**config.mk**
```make
export PLATFORM = sky130hd
export DESIGN_NAME = battery_level_monitor
export DESIGN_NICKNAME = d
export VERILOG_FILES = /design/src/design/blm_pkg.sv /design/src/design/blm_front.sv /design/src/design/blm_queue.sv /design/src/design/blm_back.sv /design/src/design/battery_level_monitor.sv
export VERILOG_INCLUDE_DIRS = /design/src /design/src/design
export SDC_FILE = /design/constraint.sdc
export NUM_CORES = 1
export LEC_CHECK = 0
export BUFFER_PORTS_ARGS = -buffer_cell sky130_fd_sc_hd__buf_2
export CAP_MARGIN = 10
export CORE_MARGIN = 2
export CORE_UTILIZATION = 50
export CTS_CLUSTER_SIZE = 24
export DETAILED_ROUTE_END_ITERATION = 8
export PLACE_DENSITY = 0.74
export SYNTH_ARGS = -nofsm -noshare
export SYNTH_HDL_FRONTEND = slang
export SYNTH_HIERARCHICAL = 1
export SYNTH_SLANG_ARGS = --single-unit
```
**constraint.sdc**
```tcl
create_clock -name clk -period 5.5 [get_ports clk]
set_clock_uncertainty 0.05 [all_clocks]
set_input_delay 0.55 -clock clk [delete_from_list [all_inputs] [get_ports clk]]
set_output_delay 0.55 -clock clk [all_outputs]
set_load 0.02 [all_outputs]
```
**src/design/battery_level_monitor_defines.svh**
```systemverilog
// Assertion macros shared by the battery level monitor RTL.
`ifndef BATTERY_LEVEL_MONITOR_DEFINES_SVH
`define BATTERY_LEVEL_MONITOR_DEFINES_SVH

// Same-cycle implication, checked on every rising edge outside reset.
`define BLM_ASSERT_NOW(lbl, ante, cons, msg) \
	lbl: assert property (@(posedge clk) disable iff (!arst_n) (ante) |-> (cons)) \
	else $error(msg);

// Next-cycle implication, checked on every rising edge outside reset.
`define BLM_ASSERT_NEXT(lbl, ante, cons, msg) \
	lbl: assert property (@(posedge clk) disable iff (!arst_n) (ante) |=> (cons)) \
	else $error(msg);

`endif

```
**src/design/blm_pkg.sv**
```systemverilog
// Package with types, constants and register codes of the battery level monitor.
`default_nettype none
package blm_pkg;

	// Field widths.
	localparam int DATA_W    = 12;
	localparam int SUM_W     = 16;
	localparam int LOW_CNT_W = 8;
	localparam int BAR_W     = 2;
	localparam int REG_IDX_W = 3;

	// Parameter defaults.
	localparam int SAMPLES_DEF        = 10;
	localparam int DIFF_MIN_DEF       = 0;
	localparam int SHUTDOWN_COUNT_DEF = 3;

	// Windows buffered between the accumulator and the evaluation pipeline.
	localparam int QUEUE_DEPTH = 2;

	// Fraction bits of the reciprocal used for the constant divide.
	localparam int RECIP_K = 20;

	// Register indexes.
	localparam logic [REG_IDX_W-1:0] REG_ADC_LOW        = 3'd0;
	localparam logic [REG_IDX_W-1:0] REG_ADC_HIGH       = 3'd1;
	localparam logic [REG_IDX_W-1:0] REG_DIFF_HIGH      = 3'd2;
	localparam logic [REG_IDX_W-1:0] REG_SHUTDOWN_LEVEL = 3'd3;
	localparam logic [REG_IDX_W-1:0] REG_BATT_BAR_LOW   = 3'd4;
	localparam logic [REG_IDX_W-1:0] REG_BATT_BAR_HIGH  = 3'd5;
	localparam logic [REG_IDX_W-1:0] REG_CHG_BAR_LOW    = 3'd6;
	localparam logic [REG_IDX_W-1:0] REG_CHG_BAR_HIGH   = 3'd7;

	// Register reset values.
	localparam logic [DATA_W-1:0] ADC_LOW_RST   = 12'd0;
	localparam logic [DATA_W-1:0] ADC_HIGH_RST  = 12'd4095;
	localparam logic [DATA_W-1:0] DIFF_HIGH_RST = 12'd30;
	localparam logic [DATA_W-1:0] SHUT_LVL_RST  = 12'd0;
	localparam logic [DATA_W-1:0] BAR_LOW_RST   = 12'd0;
	localparam logic [DATA_W-1:0] BAR_HIGH_RST  = 12'd4095;

	// Bar level codes.
	localparam logic [BAR_W-1:0] BAR_NONE = 2'd0;
	localparam logic [BAR_W-1:0] BAR_LOW  = 2'd1;
	localparam logic [BAR_W-1:0] BAR_MID  = 2'd2;
	localparam logic [BAR_W-1:0] BAR_HIGH = 2'd3;

	// Configuration register set.
	typedef struct packed {
		logic [DATA_W-1:0] adc_low;
		logic [DATA_W-1:0] adc_high;
		logic [DATA_W-1:0] diff_high;
		logic [DATA_W-1:0] shutdown_level;
		logic [DATA_W-1:0] batt_bar_low;
		logic [DATA_W-1:0] batt_bar_high;
		logic [DATA_W-1:0] chg_bar_low;
		logic [DATA_W-1:0] chg_bar_high;
	} cfg_t;

	// One completed window, as handed from the accumulator to the evaluator.
	typedef struct packed {
		logic [SUM_W-1:0]  sum;
		logic [DATA_W-1:0] min;
		logic [DATA_W-1:0] max;
		logic              charging;
		logic              alarm_enable;
	} win_t;

	// Three-step level from a mean and two thresholds.
	function automatic logic [BAR_W-1:0] bar_of(input logic [DATA_W-1:0] m,
			input logic [DATA_W-1:0] lo, input logic [DATA_W-1:0] hi);
		logic [BAR_W-1:0] b;
		if (m <= lo) begin
			b = BAR_LOW;
		end else if (m <= hi) begin
			b = BAR_MID;
		end else begin
			b = BAR_HIGH;
		end
		return b;
	endfunction

endpackage
`default_nettype wire

```
**src/design/blm_front.sv**
```systemverilog
// Sample accumulator: running sum, minimum and maximum over one window.
`default_nettype none
`include "battery_level_monitor_defines.svh"
module blm_front import blm_pkg::*; #(
	parameter int SAMPLES = SAMPLES_DEF
) (
	input  wire logic              clk,
	input  wire logic              arst_n,
	input  wire logic              in_valid,
	output logic                   in_ready,
	input  wire logic [DATA_W-1:0] sample,
	input  wire logic              charging,
	input  wire logic              alarm_enable,
	input  wire logic              q_full,
	output logic                   push,
	output win_t                   push_win
);

	localparam int CNT_W = $clog2(SAMPLES + 1);

	logic [SUM_W-1:0]  sum_q;
	logic [DATA_W-1:0] min_q;
	logic [DATA_W-1:0] max_q;
	logic [CNT_W-1:0]  cnt_q;

	logic              accept;
	logic [SUM_W-1:0]  sum_next;
	logic [DATA_W-1:0] min_next;
	logic [DATA_W-1:0] max_next;
	logic [CNT_W-1:0]  cnt_next;
	logic              win_done;

	// An item is taken whenever the queue has room for a finished window.
	assign in_ready = !q_full;
	assign accept   = in_valid && in_ready;

	// Window statistics including the current item.
	always_comb begin
		sum_next = sum_q + SUM_W'(sample);
		min_next = (sample < min_q) ? sample : min_q;
		max_next = (sample > max_q) ? sample : max_q;
		cnt_next = cnt_q + 1'b1;
		win_done = (cnt_next == CNT_W'(SAMPLES));
	end

	// Hand the finished window to the queue.
	assign push                  = accept && win_done;
	assign push_win.sum          = sum_next;
	assign push_win.min          = min_next;
	assign push_win.max          = max_next;
	assign push_win.charging     = charging;
	assign push_win.alarm_enable = alarm_enable;

	// Accumulate, restarting after the last item of a window.
	always_ff @(posedge clk or negedge arst_n) begin
		if (!arst_n) begin
			sum_q <= '0;
			min_q <= '1;
			max_q <= '0;
			cnt_q <= '0;
		end else if (accept) begin
			if (win_done) begin
				sum_q <= '0;
				min_q <= '1;
				max_q <= '0;
				cnt_q <= '0;
			end else begin
				sum_q <= sum_next;
				min_q <= min_next;
				max_q <= max_next;
				cnt_q <= cnt_next;
			end
		end
	end

	`BLM_ASSERT_NOW(a_cnt_range, 1'b1, cnt_q < CNT_W'(SAMPLES), "window count out of range")
	`BLM_ASSERT_NOW(a_min_le_max, cnt_q != '0, min_q <= max_q, "window minimum above maximum")

endmodule
`default_nettype wire

```
**src/design/blm_queue.sv**
```systemverilog
// Short queue of finished windows between the accumulator and the evaluator.
`default_nettype none
`include "battery_level_monitor_defines.svh"
module blm_queue import blm_pkg::*; (
	input  wire logic clk,
	input  wire logic arst_n,
	input  wire logic push,
	input  win_t      push_win,
	output logic      full,
	output logic      pop_valid,
	input  wire logic pop,
	output win_t      pop_win
);

	localparam int PTR_W = $clog2(QUEUE_DEPTH);
	localparam int CNT_W = $clog2(QUEUE_DEPTH + 1);

	win_t             entry_q [QUEUE_DEPTH];
	logic [PTR_W-1:0] wr_ptr_q;
	logic [PTR_W-1:0] rd_ptr_q;
	logic [CNT_W-1:0] cnt_q;

	logic do_push;
	logic do_pop;

	assign full      = (cnt_q == CNT_W'(QUEUE_DEPTH));
	assign pop_valid = (cnt_q != '0);
	assign pop_win   = entry_q[rd_ptr_q];
	assign do_push   = push && !full;
	assign do_pop    = pop && pop_valid;

	// Entry storage.
	always_ff @(posedge clk) begin
		if (do_push) begin
			entry_q[wr_ptr_q] <= push_win;
		end
	end

	// Pointers and fill count.
	always_ff @(posedge clk or negedge arst_n) begin
		if (!arst_n) begin
			wr_ptr_q <= '0;
			rd_ptr_q <= '0;
			cnt_q    <= '0;
		end else begin
			if (do_push) begin
				wr_ptr_q <= (wr_ptr_q == PTR_W'(QUEUE_DEPTH - 1)) ? '0 : wr_ptr_q + 1'b1;
			end
			if (do_pop) begin
				rd_ptr_q <= (rd_ptr_q == PTR_W'(QUEUE_DEPTH - 1)) ? '0 : rd_ptr_q + 1'b1;
			end
			if (do_push && !do_pop) begin
				cnt_q <= cnt_q + 1'b1;
			end else if (do_pop && !do_push) begin
				cnt_q <= cnt_q - 1'b1;
			end
		end
	end

	`BLM_ASSERT_NOW(a_no_overflow, push, !full, "window pushed into a full queue")

endmodule
`default_nettype wire

```
**src/design/blm_back.sv**
```systemverilog
// Window evaluator: trimmed mean, clamp, slot compare, level and shutdown count.
`default_nettype none
`include "battery_level_monitor_defines.svh"
module blm_back import blm_pkg::*; #(
	parameter int SAMPLES        = SAMPLES_DEF,
	parameter int DIFF_MIN       = DIFF_MIN_DEF,
	parameter int SHUTDOWN_COUNT = SHUTDOWN_COUNT_DEF
) (
	input  wire logic              clk,
	input  wire logic              arst_n,
	input  cfg_t                   cfg,
	input  wire logic              pop_valid,
	output logic                   pop,
	input  win_t                   pop_win,
	output logic                   out_valid,
	input  wire logic              out_ready,
	output logic [DATA_W-1:0]      mean_level,
	output logic                   stable,
	output logic [BAR_W-1:0]       bar_level,
	output logic                   shutdown_request
);

	// Divide by the trimmed count through a reciprocal and one correction.
	localparam int DIV     = SAMPLES - 2;
	localparam int RECIP   = (1 << RECIP_K) / DIV;
	localparam int RECIP_W = RECIP_K + 1;
	localparam int PROD_W  = SUM_W + RECIP_W;

	logic pipe_en;

	// Stage 1 registers.
	logic             v_s1;
	logic [SUM_W-1:0] trim_s1;
	logic [SUM_W-1:0] quot_s1;
	logic             chg_s1;
	logic             alarm_s1;

	// Stage 2 registers.
	logic              v_s2;
	logic [DATA_W-1:0] a_s2;
	logic [DATA_W-1:0] b_s2;
	logic              chg_s2;
	logic              alarm_s2;

	// Slot state.
	logic [DATA_W-1:0] slot_a_q;
	logic [DATA_W-1:0] slot_b_q;
	logic              slot_sel_q;
	logic [LOW_CNT_W-1:0] low_cnt_q;

	// Output register.
	logic              out_valid_q;
	logic [DATA_W-1:0] mean_q;
	logic              stable_q;
	logic [BAR_W-1:0]  bar_q;
	logic              req_q;

	logic [SUM_W-1:0]  trim;
	logic [PROD_W-1:0] prod;
	logic [SUM_W-1:0]  rem;
	logic [SUM_W-1:0]  avg;
	logic [DATA_W-1:0] avg_clamp;
	logic [DATA_W-1:0] a_next;
	logic [DATA_W-1:0] b_next;

	logic [DATA_W-1:0]    diff;
	logic [DATA_W:0]      pair_sum;
	logic [DATA_W-1:0]    m;
	logic                 in_band;
	logic                 in_range;
	logic                 cnt_up;
	logic [LOW_CNT_W-1:0] low_cnt_inc;
	logic [DATA_W-1:0]    mean_d;
	logic                 stable_d;
	logic [BAR_W-1:0]     bar_d;
	logic                 req_d;

	// The whole pipeline moves unless a result is waiting to be taken.
	assign pipe_en = !out_valid_q || out_ready;
	assign pop     = pipe_en && pop_valid;

	// Stage 1: drop the extremes and multiply by the reciprocal.
	always_comb begin
		trim = pop_win.sum - SUM_W'(pop_win.min) - SUM_W'(pop_win.max);
		prod = PROD_W'(trim) * PROD_W'(RECIP);
	end

	always_ff @(posedge clk or negedge arst_n) begin
		if (!arst_n) begin
			v_s1 <= 1'b0;
		end else if (pipe_en) begin
			v_s1 <= pop_valid;
		end
	end

	always_ff @(posedge clk) begin
		if (pipe_en) begin
			trim_s1  <= trim;
			quot_s1  <= prod[RECIP_K +: SUM_W];
			chg_s1   <= pop_win.charging;
			alarm_s1 <= pop_win.alarm_enable;
		end
	end

	// Stage 2: correct the quotient, clamp it and place it in its slot.
	always_comb begin
		rem = trim_s1 - quot_s1 * SUM_W'(DIV);
		avg = quot_s1 + SUM_W'(rem >= SUM_W'(DIV));
		if (avg >= SUM_W'(cfg.adc_low) && avg <= SUM_W'(cfg.adc_high)) begin
			avg_clamp = avg[DATA_W-1:0];
		end else if (avg > SUM_W'(cfg.adc_high)) begin
			avg_clamp = cfg.adc_high;
		end else begin
			avg_clamp = cfg.adc_low;
		end
		a_next = slot_sel_q ? slot_a_q : avg_clamp;
		b_next = slot_sel_q ? avg_clamp : slot_b_q;
	end

	always_ff @(posedge clk or negedge arst_n) begin
		if (!arst_n) begin
			v_s2       <= 1'b0;
			slot_a_q   <= '0;
			slot_b_q   <= '0;
			slot_sel_q <= 1'b0;
		end else if (pipe_en) begin
			v_s2 <= v_s1;
			if (v_s1) begin
				slot_a_q   <= a_next;
				slot_b_q   <= b_next;
				slot_sel_q <= !slot_sel_q;
			end
		end
	end

	always_ff @(posedge clk) begin
		if (pipe_en) begin
			a_s2     <= a_next;
			b_s2     <= b_next;
			chg_s2   <= chg_s1;
			alarm_s2 <= alarm_s1;
		end
	end

	// Stage 3: slot difference, mean, level and low-battery count.
	always_comb begin
		diff        = (a_s2 >= b_s2) ? a_s2 - b_s2 : b_s2 - a_s2;
		in_band     = (diff >= DATA_W'(DIFF_MIN)) && (diff <= cfg.diff_high);
		pair_sum    = {1'b0, a_s2} + {1'b0, b_s2};
		m           = pair_sum[DATA_W:1];
		in_range    = (m >= cfg.adc_low) && (m <= cfg.adc_high);
		low_cnt_inc = low_cnt_q + 1'b1;
		cnt_up      = 1'b0;
		mean_d      = '0;
		stable_d    = 1'b0;
		bar_d       = BAR_NONE;
		req_d       = 1'b0;
		if (in_band) begin
			if (in_range) begin
				stable_d = 1'b1;
				mean_d   = m;
				cnt_up   = alarm_s2 && !chg_s2 && (m < cfg.shutdown_level)
					&& (low_cnt_q != '1);
				req_d    = cnt_up && (low_cnt_inc == LOW_CNT_W'(SHUTDOWN_COUNT));
				bar_d    = chg_s2 ? bar_of(m, cfg.chg_bar_low, cfg.chg_bar_high)
					: bar_of(m, cfg.batt_bar_low, cfg.batt_bar_high);
			end else if (m > cfg.adc_high) begin
				stable_d = 1'b1;
				mean_d   = alarm_s2 ? cfg.adc_high : m;
			end else if (!alarm_s2) begin
				stable_d = 1'b1;
				mean_d   = m;
			end
		end
	end

	always_ff @(posedge clk or negedge arst_n) begin
		if (!arst_n) begin
			out_valid_q <= 1'b0;
			low_cnt_q   <= '0;
		end else if (pipe_en) begin
			out_valid_q <= v_s2;
			if (v_s2 && cnt_up) begin
				low_cnt_q <= low_cnt_inc;
			end
		end
	end

	always_ff @(posedge clk) begin
		if (pipe_en) begin
			mean_q   <= mean_d;
			stable_q <= stable_d;
			bar_q    <= bar_d;
			req_q    <= req_d;
		end
	end

	assign out_valid        = out_valid_q;
	assign mean_level       = mean_q;
	assign stable           = stable_q;
	assign bar_level        = bar_q;
	assign shutdown_request = req_q;

	`BLM_ASSERT_NOW(a_req_needs_level, out_valid_q && req_q,
		stable_q && (bar_q != BAR_NONE), "shutdown request without a shown level")
	`BLM_ASSERT_NEXT(a_low_cnt_mono, 1'b1, low_cnt_q >= $past(low_cnt_q),
		"low-battery count went down")

endmodule
`default_nettype wire

```
**src/design/battery_level_monitor.sv**
```systemverilog
// Top level of the battery level monitor: configuration registers and block wiring.
//
//   channel  direction  handshake                  payload
//   input    in         in_valid / in_ready        sample, charging, alarm_enable
//   output   out        out_valid / out_ready      mean_level, stable, bar_level,
//                                                  shutdown_request
//   config   in         cfg_write                  cfg_index, cfg_data
//
// One sample item is taken per cycle while the queue is not full; every
// SAMPLES-th item closes a window. A window's result passes through the queue,
// the divide stage, the clamp stage and the output register, one window per cycle at most.
// A two-window queue separates the accumulator from the evaluator; input stalls
// only when the queue is full because results are not being taken.
// Reset is asynchronous and clears all window, slot and counter state at once.
`default_nettype none
module battery_level_monitor import blm_pkg::*; #(
	parameter int SAMPLES        = SAMPLES_DEF,
	parameter int DIFF_MIN       = DIFF_MIN_DEF,
	parameter int SHUTDOWN_COUNT = SHUTDOWN_COUNT_DEF
) (
	input  wire logic                 clk,
	input  wire logic                 arst_n,
	input  wire logic                 cfg_write,
	input  wire logic [REG_IDX_W-1:0] cfg_index,
	input  wire logic [DATA_W-1:0]    cfg_data,
	input  wire logic                 in_valid,
	output logic                      in_ready,
	input  wire logic [DATA_W-1:0]    sample,
	input  wire logic                 charging,
	input  wire logic                 alarm_enable,
	output logic                      out_valid,
	input  wire logic                 out_ready,
	output logic [DATA_W-1:0]         mean_level,
	output logic                      stable,
	output logic [BAR_W-1:0]          bar_level,
	output logic                      shutdown_request
);

	cfg_t cfg_q;
	logic q_full;
	logic push;
	win_t push_win;
	logic pop_valid;
	logic pop;
	win_t pop_win;

	// Configuration registers.
	always_ff @(posedge clk or negedge arst_n) begin
		if (!arst_n) begin
			cfg_q.adc_low        <= ADC_LOW_RST;
			cfg_q.adc_high       <= ADC_HIGH_RST;
			cfg_q.diff_high      <= DIFF_HIGH_RST;
			cfg_q.shutdown_level <= SHUT_LVL_RST;
			cfg_q.batt_bar_low   <= BAR_LOW_RST;
			cfg_q.batt_bar_high  <= BAR_HIGH_RST;
			cfg_q.chg_bar_low    <= BAR_LOW_RST;
			cfg_q.chg_bar_high   <= BAR_HIGH_RST;
		end else if (cfg_write) begin
			case (cfg_index)
				REG_ADC_LOW:        cfg_q.adc_low        <= cfg_data;
				REG_ADC_HIGH:       cfg_q.adc_high       <= cfg_data;
				REG_DIFF_HIGH:      cfg_q.diff_high      <= cfg_data;
				REG_SHUTDOWN_LEVEL: cfg_q.shutdown_level <= cfg_data;
				REG_BATT_BAR_LOW:   cfg_q.batt_bar_low   <= cfg_data;
				REG_BATT_BAR_HIGH:  cfg_q.batt_bar_high  <= cfg_data;
				REG_CHG_BAR_LOW:    cfg_q.chg_bar_low    <= cfg_data;
				REG_CHG_BAR_HIGH:   cfg_q.chg_bar_high   <= cfg_data;
				default: begin
				end
			endcase
		end
	end

	// Window accumulator.
	blm_front #(
		.SAMPLES(SAMPLES)
	) u_front (
		.clk         (clk),
		.arst_n      (arst_n),
		.in_valid    (in_valid),
		.in_ready    (in_ready),
		.sample      (sample),
		.charging    (charging),
		.alarm_enable(alarm_enable),
		.q_full      (q_full),
		.push        (push),
		.push_win    (push_win)
	);

	// Queue of finished windows.
	blm_queue u_queue (
		.clk      (clk),
		.arst_n   (arst_n),
		.push     (push),
		.push_win (push_win),
		.full     (q_full),
		.pop_valid(pop_valid),
		.pop      (pop),
		.pop_win  (pop_win)
	);

	// Window evaluator.
	blm_back #(
		.SAMPLES       (SAMPLES),
		.DIFF_MIN      (DIFF_MIN),
		.SHUTDOWN_COUNT(SHUTDOWN_COUNT)
	) u_back (
		.clk             (clk),
		.arst_n          (arst_n),
		.cfg             (cfg_q),
		.pop_valid       (pop_valid),
		.pop             (pop),
		.pop_win         (pop_win),
		.out_valid       (out_valid),
		.out_ready       (out_ready),
		.mean_level      (mean_level),
		.stable          (stable),
		.bar_level       (bar_level),
		.shutdown_request(shutdown_request)
	);

endmodule
`default_nettype wire

```
==> flow_metrics.env <==
export IMPL_crit_required_ps=5810
export IMPL_holdCritPathClass="input port to asynchronous set/reset pin"
export IMPL_antenna_found_initial=0
export IMPL_cts_tree="yes"
export IMPL_ant_nets=0
export IMPL_initial_utilization_pct=50.4
export IMPL_ys_flop_type="edfxtp_1"
export IMPL_area_growth_synth_to_final_pct=9.97
export IMPL_syn_inst=1757
export IMPL_routed_wl_mm=44.2
export IMPL_vias_per_cell=5.67
export IMPL_ys_seq_elements=321
export IMPL_grt_max_degree=100
export IMPL_startpoint_type="flop"
export IMPL_die_h_um=203
export IMPL_clk_root_buffer_cell="clkbuf_16"
export IMPL_drt_iter0_drc=905
export IMPL_hold_viol=0
export IMPL_crit_slowest_cell="a2111oi_0"
export IMPL_numPortBuffers=51
export IMPL_n_antenna_cell=0
export IMPL_critPathKind="flop to flop"
export IMPL_groute_usage_overall_pct=22.0
export IMPL_crit_arrival_ps=5140
export IMPL_max_clock_freq_mhz=207
export IMPL_ys_top_cells_by_area="edfxtp_1, dfrtp_1, ha_1, dfstp_2, mux2_2"
export IMPL_insertion_delay_ps=560
export IMPL_die_area_um2=41400
export IMPL_post_cts_buffers=0
export IMPL_cts_resized=0
export IMPL_cts_buffer_depth=3
export IMPL_nFillCells=3346
export IMPL_grt_pass1_wl_mm=71.8
export IMPL_tns_ps=0
export IMPL_period_share_pct=87.7
export IMPL_postCtsHoldBufs=0
export IMPL_coreArea_um2=39500
export IMPL_h_tree_depth=2
export IMPL_clock_sinks=321
export IMPL_grt_pass1_vias=13705
export IMPL_grt_overflow=0
export IMPL_num_rows=73
export IMPL_path_clk_slew_ps=60
export IMPL_synthArstFlopShare_pct=56.1
export IMPL_syn_area_per_cell_um2=11.3
export IMPL_drtPass1Iterations=5
export IMPL_maxSlewViolCount=0
export IMPL_synth_seq_area_share_pct=44.3
export IMPL_tightestPinTransition_ps=995
export IMPL_worst_setup_path_end_kind="flop"
export IMPL_place_hpwl_mm=31.9
export IMPL_ys_types=85
export IMPL_crit_chain="inv_1 > ha_1 > inv_1 > fa_1 > a21o_1 > a21oi_1 > a21o_1 > a31oi_4 > a2111oi_0 > a21oi_1 > xor2_1 > ha_1 > nand4_1 > or3_1 > o31a_1 > nor3_1 > buf_4 > nor4b_1"
export IMPL_cp_slowest_stage_delay_ps=520
export IMPL_chipWidth_um=203
export IMPL_fin_nets=2072
export IMPL_gp_congestion=0.855
export IMPL_path_max_fanout=18
export IMPL_post_route_drc_count=0
export IMPL_holdWs_ps=86.6
export IMPL_wl_per_cell_um=18.7
export IMPL_cts_inserted_buffers=37
export IMPL_fin_crit_ps=4820
export IMPL_yosysWarnings=6
export IMPL_rsz0062_at_grt="false"
export IMPL_syn_nets=2013
export IMPL_drive_gt1_share_pct=20.7
export IMPL_yosys_area_top_type="edfxtp_1"
export IMPL_synth_edf_count=141
export IMPL_syn_area_um2=19900
export IMPL_drv_cap=0
export IMPL_setup_viol=0
export IMPL_synth_top_cell_area_share_pct=21.3
export IMPL_num_io_pins=52
export IMPL_max_slew_margin_rel_pct=33.7
export IMPL_vias=13430
export IMPL_fin_util_pct=55.4
export IMPL_outcome="completed"
-- worst paths after layout --
check	startpoint	to	slack (ps)	cells after the start
min	arst_n	cfg_q[37]	90	1
min in group clk	charging	u_queue/entry_q[1][1]	140	1
max reg2reg	u_back/a_s2[0]	u_back/shutdown_request	680	18
max in group asynchronous	arst_n	u_queue/rd_ptr_q	4320	2
max	u_back/a_s2[0]	u_back/shutdown_request	680	18
min reg2reg	u_back/alarm_s1	u_back/alarm_s2	370	0
-- cells in the final DEF (no fill, tap or decap), types with 15 or more instances in the layout --
cell,n
a21o_1,35
a21oi_1,89
a22o_1,18
buf_2,50
buf_4,22
clkbuf_16,38
dfrtp_1,127
dfstp_2,52
edfxtp_1,141
fa_1,15
ha_1,207
inv_1,201
mux2_2,119
mux2_4,43
mux2i_1,18
nand2_1,120
nand3_1,18
nand4_1,33
nor2_1,68
nor2b_1,20
nor3_1,23
o21ai_0,45
o21ai_1,53
xnor2_1,37
xor2_1,18
-- cell usage after synthesis (all sizes together), types with 6 or more instances --
cell type	number
dfstp	52
or3	6
nand4	33
edfxtp	141
o21ai	98
nor3	23
mux2	165
nor2	71
dfrtp	128
a211oi	10
inv	202
a31oi	8
a22o	19
o21bai	6
nand3	18
fa	15
a21oi	92
nor2b	20
clkbuf	23
and2	7
mux2i	28
buf	31
a21o	35
nand2	120
o211ai	14
o31ai	9
nand2b	12
a2111oi	7
a22oi	12
ha	207
o22a	12
xnor2	37
xor2	18
-- critical path, delay by kind of cell (launching register included) --
family / cells / cell delay [ps]
AOI/OAI and AO/OA: 7 / 1680
xor gates and xnor gates: 1 / 180
adders and majority gates: 3 / 880
buffers and inverters: 3 / 400
DFF: 1 / 430
and+or+nand+nor: 4 / 1030
-- stage by stage --
| step | instances | setup WS (ps) | area (um2) |
|---|---|---|---|
| finish | 2370 | 678 | 21900 |
| global route | 2370 | 302 | 21900 |
| CTS | 2370 | 702 | 21900 |
| detailed placement | 2302 | 710 | 20600 |
| global placement | 2302 | 839 | 20600 |
| floorplan | 1757 | 1400 | 19900 |
-- flip-flops by register name (all words and copies together) (netlist names), 12 cells and up --
name,flops
u_back/slot_b_q,12
u_back/b_s2,12
u_back/trim_s1,13
u_back/slot_a_q,12
u_queue/entry_q,84
u_front/min_q,12
cfg_q,96
u_front/sum_q,16
u_back/a_s2,12
u_front/max_q,12
u_back/mean_level,12
-- cells by family after synthesis --
kind of cell	after synthesis	share of synthesized area, %
xor+xnor	55	2.42
buf+inv	257	5.73
mux	193	12.2
compound gates	360	12.0
simple gates	349	8.87
fa+ha+maj	222	14.5
flops	321	44.3
-- routing by layer --
layer	vias to the layer above	GRT usage [%]	part of all wire, %
li1	6421	-	-
met1	6578	29.3	44
met2	354	36.3	47
met3	77	3.10	5.0
met4	0	8.50	3.2
met5	-	0	0
-- area by class of cell --
type	instances	area [um2]	share of cell area, %
repair buffers	74	447	2.04
multi-input cells	1179	9950	45.5
flip-flops and latches	321	8800	40.3
well taps	525	657	3.00
clock buffers	49	1010	4.63
clock inverters	19	233	1.06
inverters	203	762	3.48
Power is not shown: default switching activity piles up to over one toggle a cycle in this logic, so the estimate is an artifact.
